<file path="config.mk">
export PLATFORM = sky130hd
export DESIGN_NAME = cbcr_sqrt
export DESIGN_NICKNAME = d
export VERILOG_FILES = /design/src/hw/rtl/cbcr_pkg.sv /design/src/hw/rtl/cbcr_sqrt.sv
export SDC_FILE = /design/constraint.sdc
export NUM_CORES = 2
export LEC_CHECK = 0
export BUFFER_PORTS_ARGS = -buffer_cell sky130_fd_sc_hd__buf_2
export CAP_MARGIN = 0
export CORE_MARGIN = 8
export CORE_UTILIZATION = 45
export CTS_BUF_LIST = sky130_fd_sc_hd__clkbuf_2 sky130_fd_sc_hd__clkbuf_4 sky130_fd_sc_hd__clkbuf_8
export DETAILED_ROUTE_END_ITERATION = 8
export GPL_TIMING_DRIVEN = 0
export SLEW_MARGIN = 20
export SYNTH_ARGS = -nofsm -noshare
export SYNTH_HDL_FRONTEND = slang
export SYNTH_MEMORY_MAX_BITS = 65536
export SYNTH_SLANG_ARGS = --single-unit
</file>
<file path="constraint.sdc">
create_clock -name clk -period 3.95 [get_ports clk]
set_input_delay 0.5925 -clock clk [delete_from_list [all_inputs] [get_ports clk]]
set_output_delay 0.5925 -clock clk [all_outputs]
set_load 0.005 [all_outputs]
</file>
<file path="src/hw/rtl/cbcr_pkg.sv">
// ----------------------------------------------------------------------------
// cbcr_pkg: shared types and constants for the circle/box collision resolver
// Widths of the fixed-point fields, shape and kind codes, and the structures
// that travel down the pipeline between its units.
// ----------------------------------------------------------------------------
package cbcr_pkg;

    localparam int POS_W      = 24;   // signed positions and displacements
    localparam int SIZE_W     = 23;   // unsigned radius, width, height
    localparam int KIND_W     = 2;
    localparam int SUM_W      = 24;   // sum of two sizes
    localparam int DIFF_W     = 25;   // difference of two positions
    localparam int VEC_W      = 27;   // doubled and clamped offsets
    localparam int MAG_W      = 26;   // magnitude of a VEC_W offset
    localparam int SQ_W       = 52;   // square of a magnitude
    localparam int LEN_W      = 53;   // sum of two squares
    localparam int THR_SQ_W   = 48;   // squared hit threshold
    localparam int RAD_W      = 48;   // square root input
    localparam int ROOT_W     = 24;   // square root output
    localparam int PEN_W      = 24;   // penetration depth
    localparam int DEN_W      = 25;   // distance times share divisor
    localparam int PROD_W     = 49;   // offset magnitude times penetration
    localparam int DIV_N_W    = 50;   // rounded dividend
    localparam int DIV_D_W    = 26;   // rounded divisor
    localparam int DIV_Q_W    = 26;   // quotient bits
    localparam int RES_W      = 27;   // displacement before saturation

    localparam int IN_DATA_W  = 192;
    localparam int IN_USER_W  = 6;
    localparam int OUT_DATA_W = 96;

    localparam logic SHAPE_CIRCLE = 1'b0;
    localparam logic SHAPE_BOX    = 1'b1;

    localparam logic [KIND_W-1:0] KIND_STATIC = 2'd1;
    localparam int                KIND_TRIG_BIT = 1;

    localparam logic [1:0] SHARE_NONE  = 2'd0;
    localparam logic [1:0] SHARE_WHOLE = 2'd1;
    localparam logic [1:0] SHARE_HALF  = 2'd2;

    localparam logic signed [RES_W-1:0] OUT_MAX = RES_W'((1 <<< (POS_W - 1)) - 1);
    localparam logic signed [RES_W-1:0] OUT_MIN = -RES_W'(1 <<< (POS_W - 1));

    typedef enum logic [1:0] {
        CLS_CC,     // two circles
        CLS_CB,     // circle and box
        CLS_BB      // two boxes
    } cls_t;

    typedef enum logic [1:0] {
        AX_UP,
        AX_RIGHT,
        AX_DOWN,
        AX_LEFT
    } axis_t;

    typedef struct packed {
        logic              shape;
        logic [POS_W-1:0]  x;
        logic [POS_W-1:0]  y;
        logic [SIZE_W-1:0] size_x;
        logic [SIZE_W-1:0] size_y;
        logic [KIND_W-1:0] kind;
    } shape_t;

    // Travels alongside the square root.
    typedef struct packed {
        logic                     hit;
        cls_t                     cls;
        logic                     a_circ;
        logic [1:0]               dl;
        logic [1:0]               dr;
        logic signed [DIFF_W-1:0] dx;
        logic signed [DIFF_W-1:0] dy;
        logic [SUM_W-1:0]         t;
        axis_t                    axis;
    } side_t;

    // Travels alongside the divider.
    typedef struct packed {
        logic             hit;
        cls_t             cls;
        logic             a_circ;
        logic [1:0]       dl;
        logic [1:0]       dr;
        logic             sx;
        logic             sy;
        axis_t            axis;
        logic [PEN_W-1:0] p;
    } post_t;

    // Share divisors {left, right}: none, whole push, or half push.
    function automatic logic [3:0] shares(input logic [KIND_W-1:0] kl,
                                          input logic [KIND_W-1:0] kr);
        logic sl;
        logic sr;
        sl = (kl == KIND_STATIC);
        sr = (kr == KIND_STATIC);
        if (kl[KIND_TRIG_BIT] || kr[KIND_TRIG_BIT] || (sl && sr))
            return {SHARE_NONE, SHARE_NONE};
        else if (sl != sr)
            return {sl ? SHARE_NONE : SHARE_WHOLE, sr ? SHARE_NONE : SHARE_WHOLE};
        else
            return {SHARE_HALF, SHARE_HALF};
    endfunction

endpackage

</file>
<file path="src/hw/rtl/cbcr_sqrt.sv">
// ----------------------------------------------------------------------------
// cbcr_sqrt: pipelined integer square root
// One result bit per stage, floor of the root, side data carried along.
// ----------------------------------------------------------------------------
module cbcr_sqrt
    import cbcr_pkg::*;
(
    input  logic              clk,
    input  logic              rst_n,
    input  logic              en,
    input  logic              in_valid,
    input  logic [RAD_W-1:0]  in_rad,
    input  side_t             in_side,
    output logic              out_valid,
    output logic [ROOT_W-1:0] out_root,
    output side_t             out_side
);

    localparam int REM_W = ROOT_W + 2;

    logic [REM_W-1:0]  rem_next  [ROOT_W];
    logic [REM_W-1:0]  rem_reg   [ROOT_W];
    logic [ROOT_W-1:0] root_next [ROOT_W];
    logic [ROOT_W-1:0] root_reg  [ROOT_W];
    logic [RAD_W-1:0]  rest_next [ROOT_W];
    logic [RAD_W-1:0]  rest_reg  [ROOT_W];
    side_t             side_reg  [ROOT_W];
    logic              vld_reg   [ROOT_W];

    always_comb
    begin
        logic [REM_W-1:0]  pr;
        logic [ROOT_W-1:0] pt;
        logic [RAD_W-1:0]  ps;
        logic [REM_W+1:0]  sh;
        logic [REM_W+1:0]  trial;
        for (int i = 0; i < ROOT_W; i++)
        begin
            if (i == 0)
            begin
                pr = '0;
                pt = '0;
                ps = in_rad;
            end
            else
            begin
                pr = rem_reg[i-1];
                pt = root_reg[i-1];
                ps = rest_reg[i-1];
            end
            sh    = {pr, ps[RAD_W-1 -: 2]};
            trial = {2'b00, pt, 2'b01};
            if (sh >= trial)
            begin
                rem_next[i]  = REM_W'(sh - trial);
                root_next[i] = {pt[ROOT_W-2:0], 1'b1};
            end
            else
            begin
                rem_next[i]  = sh[REM_W-1:0];
                root_next[i] = {pt[ROOT_W-2:0], 1'b0};
            end
            rest_next[i] = {ps[RAD_W-3:0], 2'b00};
        end
    end

    always_ff @(posedge clk or negedge rst_n)
    begin
        if (!rst_n)
        begin
            for (int i = 0; i < ROOT_W; i++)
                vld_reg[i] <= 1'b0;
        end
        else if (en)
        begin
            vld_reg[0] <= in_valid;
            for (int i = 1; i < ROOT_W; i++)
                vld_reg[i] <= vld_reg[i-1];
        end
    end

    always_ff @(posedge clk)
    begin
        if (en)
        begin
            side_reg[0] <= in_side;
            for (int i = 1; i < ROOT_W; i++)
                side_reg[i] <= side_reg[i-1];
            for (int i = 0; i < ROOT_W; i++)
            begin
                rem_reg[i]  <= rem_next[i];
                root_reg[i] <= root_next[i];
                rest_reg[i] <= rest_next[i];
            end
        end
    end

    assign out_valid = vld_reg[ROOT_W-1];
    assign out_root  = root_reg[ROOT_W-1];
    assign out_side  = side_reg[ROOT_W-1];

endmodule

</file>
# Yosys cells after proc, flatten, opt, wreduce, memory -nomap -nowiden

Memory sizes are Yosys's and may differ from the RTL's.
Cells that the tools add are included.

Flip-flop bits (word level): 24
Bits in writable memories: 4320
Input port bits: 136
Output and inout port bits: 109
Logic and storage cells: 126
Memories: 4

Add/sub/neg operators: 24
Order comparisons: 24
Muxes and demuxes: 50

Memory list:

| name     | words | width | rd ports | clocked after Yosys merged registers in | write ports | line            | text |
|---|---|---|---|---|---|---|---|
| side_reg | 24    | 84    | 24       | 0                                       | 24          | cbcr_sqrt.sv:27 | `side_t side_reg [ROOT_W];` |
| rest_reg | 24    | 46    | 23       | 0                                       | 24          | cbcr_sqrt.sv:26 | `logic [RAD_W-1:0] rest_reg [ROOT_W];` |
| rem_reg  | 24    | 26    | 23       | 0                                       | 24          | cbcr_sqrt.sv:22 | `logic [REM_W-1:0] rem_reg [ROOT_W];` |
| root_reg | 24    | 24    | 24       | 0                                       | 24          | cbcr_sqrt.sv:24 | `logic [ROOT_W-1:0] root_reg [ROOT_W];` |

Operators with widths:

| operator                                                          | count |
|---|---|
| greater-or-equal comparator 28 x 26 -> 1 bit                      | 23 |
| 2-to-1 mux 26 bit                                                 | 24 |
| subtractor 26 bit                                                 | 23 |
| 2-to-1 mux 1 bit                                                  | 26 |
| subtractor 2 x 1 -> 3 bit, second input constant                  | 1 |
| greater-or-equal comparator 2 x 1 -> 1 bit, second input constant | 1 |

# Logic depth before layout (Yosys ltp)

An unclocked memory read counts as a cell.

Word-level depth: 3
Gate-level depth with buffers: 13
Mapped depth without buffers: 12

# Worst setup path after synthesis

Ideal clock, no wire load.

Path type: reg-to-reg
From: memory rem_reg[0][109] (netlist name)
To: memory rem_reg[0][145] (netlist name) (data pin)
Library setup time: 0.266 ns
Data arrival time: 3.150 ns
Data required time: 3.684 ns
Path slack: 0.535 ns
Stages on the path, launching flop included: 11
Buffers on the path: 2
Period minus slack after synthesis: 3.415 ns
Cells stage by stage: edfxtp_1 or4_4 or3_4 or3_4 or4_4 or3_4 nor4b_4 buf_6 buf_12 nor3_1 xor2_1

RTL lines:

| item        | line |
|---|---|
| from (decl) | cbcr_sqrt.sv:22 |

==> impl_metrics.csv <==
group,metric,value,unit
global_routing,grt_pass1_vias,62600,
drt,routed-via-count,60500,
placement,io_buffer_count,244,
layout,largest_reg_flops,2016,
drt,detail_route.vias_per_cell,4.88,
sta,finClkSkew,0.0510,ns
setup_path,slowest_stage,"sky130_fd_sc_hd__nor3_1",
drt,avgRoutedWirePerCell,16.3,µm
layout,n_fill_cell,22700,
layout,post_layout_nonfiller_instances,12400,
pwr,power_switching,0.0197,W
clock_tree,cts_tree,"done",
hold_path,classification_of_the_worst_slack_hold_path,"in -> async",
yosys,postSynth.topFlopCell,"sky130_fd_sc_hd__edfxtp_1",
yosys,synth_commonest_cells,"sky130_fd_sc_hd__edfxtp_1 (3431), sky130_fd_sc_hd__inv_1 (428), sky130_fd_sc_hd__nand2_1 (372)",
sta,grt_setup_unrepaired,"false",
global_routing,number_of_antenna_violations_at_the_first_check_in_global_routing,4,
global_routing,grt_first_pass_wirelength,321,mm
setup_path,arrival,4.61,ns
setup_path,timing.critical_path.cells,"ha_1 > nand2_1 > nor3_1 > o21ai_0 > o211ai_1 > a21oi_1 > nor2_1 > nor4b_1 > xor2_1",
yosys,synth-compound-area-share,4.76,%
clock_tree,clock_sink_count,3455,
drt,wirelength,202,mm
setup_path,critPathLaunch,"rem_reg[1][189]",
clock_tree,tritoncts.num_buffers,571,
pwr,p_seq_share,54.7,%
setup_path,crit_path_max_fanout,6,
yosys,count_of_flip_flops_with_a_built_in_enable_after_synthesis,3431,
sta,whs,0.118,ns
clock_tree,postCtsSetupBuffers,0,
global_routing,grt_start_max_net_pins,159,
flow_run,cap_violations,0,
sta,setup_viol,0,
status,run_status,"finished clean",
drt,remaining_drc_errors,0,
drt,detailedRoute.firstPassIterationCount,6,
yosys,yosys-mux-area-fraction,0.556,%
setup_path,worstSetupEndpoint,"rem_reg[2][23]",
yosys,ys_seq_elements,3455,
floorplanning,effective_utilization_at_floorplan,45.3,%
pwr,power_per_cell_area,565,nW/µm²
pwr,p_total,0.0831,W
floorplanning,die_area,302000,µm²
clock_tree,worst_setup_hold_path_clk_slew,0.06,ns
yosys,synth_simple_gate_area_share,5.35,%
sta,worst_slew_margin_rel,36.4,%
yosys,async_reset_ff_share,0.695,%
floorplanning,design.portCount,245,
yosys,synth_top_area_share,80.5,%
layout,final_layout_size_suffix_gt1_share,15.7,%
setup_path,critical_path.max_stage_delay,0.72,ns
placement,place.detailed.instances,11300,
yosys,synthDominantAreaCellType,"sky130_fd_sc_hd__edfxtp_1",
layout,nNetsFinal,8691,
sta,final.min_clock_period,3.85,ns
yosys,synthAdderAreaFrac,3.19,%
pwr,vdd_drop_max,0.303,mV
placement,gpl.final_weighted_congestion,0.901,
sta,measured_slew_at_the_worst_slew_check_pin,0.945,ns
clock_tree,cts_max_level,6,
floorplanning,fp-row-count,195,
floorplanning,chipHeight,549,µm
yosys,top_post_synthesis_cells_by_area,"sky130_fd_sc_hd__edfxtp_1 (81%), sky130_fd_sc_hd__ha_1 (3.2%), sky130_fd_sc_hd__xor2_1 (1.8%)",
sta,fin_crit_sh,97.5,%
yosys,synth_cell_type_count,80,
pwr,power_report.internal_total,0.0634,W
setup_path,reg2reg_from,"rem_reg[1][189]",
yosys,synthesis.area,128000,µm²
setup_path,cp-end-kind,"register",
layout,area_growth,15.0,%
global_routing,globalRouteTotalUtil,12.9,%
yosys,total_number_of_yosys_warnings,0,
floorplanning,floorplan.die.width,549,µm
setup_path,timing.reg2reg.setup_slack,0.1,ns
global_routing,globalRouteOverflowTotal,0,
yosys,yosysMostFrequentCell,"sky130_fd_sc_hd__edfxtp_1",
placement,dp_hpwl,128,mm
setup_path,r2r_end,"rem_reg[2][23]",
setup_path,start_kind,"register",
drt,antenna_left,0,
layout,multi_input_comb_area,21800,µm²
yosys,synthesis.instances,7249,
floorplanning,core_area,283000,µm²
pwr,power.clock.fraction,35.8,%
yosys,synth-xor-area-share,3.09,%
yosys,post_synth_net_total,7711,
pwr,swShare,23.7,%
pwr,power.combinational.fraction,9.4,%
yosys,syn-mean-instance-area,17.7,µm²
clock_tree,clock_path_buffers,4,
layout,ff_latch_area,104000,µm²
pwr,power.static_leakage,53.7,nW
yosys,synth_top_family_by_area,"simple AND/OR/NAND/NOR gates",
drt,first_iter_violations,3830,
clock_tree,clock_latency,1.07,ns
sta,maxSlewViolCount,0,
yosys,synth_seq_area_share,81.0,%
setup_path,critical_path_class,"reg -> reg",
setup_path,depth_of_the_most_critical_reg_to_reg_path,9,
sta,hold_viol,0,
sta,max_clock_freq,260,MHz
setup_path,data_required_time_of_the_critical_path,4.71,ns
clock_tree,clock_tree.root_cell,"sky130_fd_sc_hd__clkbuf_8",
[placed cells by master, fill, tap and decap left out, types with 34 or more instances in the layout]
cell,n
sky130_fd_sc_hd__nand2_1,372
sky130_fd_sc_hd__clkinv_2,36
sky130_fd_sc_hd__edfxtp_1,3431
sky130_fd_sc_hd__xnor2_1,187
sky130_fd_sc_hd__o21a_1,57
sky130_fd_sc_hd__clkbuf_1,78
sky130_fd_sc_hd__mux2_2,57
sky130_fd_sc_hd__clkinv_1,142
sky130_fd_sc_hd__or2_2,37
sky130_fd_sc_hd__nor3_1,151
sky130_fd_sc_hd__o21ai_0,279
sky130_fd_sc_hd__nand3_1,76
sky130_fd_sc_hd__nor2_1,256
sky130_fd_sc_hd__dlygate4sd3_1,135
sky130_fd_sc_hd__buf_2,250
sky130_fd_sc_hd__a21oi_1,288
sky130_fd_sc_hd__a21o_1,120
sky130_fd_sc_hd__nor2b_1,45
sky130_fd_sc_hd__clkbuf_8,577
sky130_fd_sc_hd__inv_1,428
sky130_fd_sc_hd__clkbuf_4,170
sky130_fd_sc_hd__nand4_1,54
sky130_fd_sc_hd__buf_4,85
sky130_fd_sc_hd__or3_1,66
sky130_fd_sc_hd__nand2b_1,62
sky130_fd_sc_hd__xor2_1,265
sky130_fd_sc_hd__or4_1,37
sky130_fd_sc_hd__o31ai_1,34
sky130_fd_sc_hd__ha_1,326
sky130_fd_sc_hd__nor4_1,79
[worst max-delay path: cells and delay by family, from the launching register on]
family,cells,cell delay [ns]
and+or+nand+nor,4,1.60
AOI/OAI and AO/OA,3,1.03
DFF,1,0.41
adders and majority gates,1,0.41
xor gates and xnor gates,1,0.12
[logic make-up (layout without fill, tap and decap cells)]
| kind of cell | Yosys count | in the layout |
|---|---|---|
| AOI/OAI and AO/OA | 985 | 985 |
| xor gates and xnor gates | 452 | 452 |
| muxes | 64 | 64 |
| other | 1 | 8 |
| buffers and inverters | 614 | 2014 |
| DFF | 3455 | 3455 |
| and+or+nand+nor | 1352 | 1352 |
| adders and majority gates | 326 | 326 |
[routing by layer]
layer / wire [µm] / part of all wire, % / vias up / track usage, %
li1: - / - / 29700 / -
met1: 84900 / 42 / 29000 / 15.4
met2: 98700 / 49 / 1284 / 22.1
met3: 9470 / 4.7 / 566 / 2.99
met4: 9360 / 4.6 / 0 / 6.56
met5: 0 / 0 / - / 0
[stage by stage]
step                      area [µm²]  TNS (ns)  setup WS (ns)  utilization (%)
final                         147000         0         0.0982             52.1
after floorplan               128000         0          0.535                -
after global routing          147000         0        0.00182             52.1
after detailed placement      135000   -933.50          -1.66             47.6
after CTS                     147000         0         0.0111             52.1
after global placement        134000         -         -51.37             47.4
[how the worst min path moves through the flow]
stage | start | slack (ns) | to
6_report | rst_n | 0.12 | out_valid
3_5_place_dp | rest_reg[0][69] | 0.40 | rest_reg[0][117]
5_1_grt | rst_n | 0.04 | out_valid
4_1_cts | in_side[32] | 0.002 | side_reg[0][32]
2_1_floorplan | rst_n | 0.30 | out_valid
3_3_place_gp | side_reg[1][428] | 0.40 | side_reg[1][512]
[power groups by stage]
stage,clock [W],combinational (W),sequential (W)
floorplan,0,0.00527,0.0456
finish,0.0298,0.00783,0.0455
global placement,0,0.00575,0.0477
CTS,0.0312,0.00787,0.0455
global route,0.0327,0.00874,0.0458
detailed placement,0,0.00769,0.0463
[repair_timing]
| action | 4_1_cts | 5_1_grt |
|---|---|---|
| gates cloned | 3 | 0 |
| hold endpoints to repair | 282 | 0 |
| hold buffers | 137 | 0 |
| gates resized for setup | 18 | 14 |
| setup endpoints to repair | 237 | 84 |
[final cells by class]
type	instances	area share [%]
antenna	7	0.0119
buffer	183	0.713
clock buffer	747	6.26
clock inverter	246	1.18
inverter	429	1.09
multi-input combinational	3180	14.8
sequential	3455	70.4
tap	3743	3.18
timing repair buffer	409	2.31
Power figures use the tool's default switching activity.
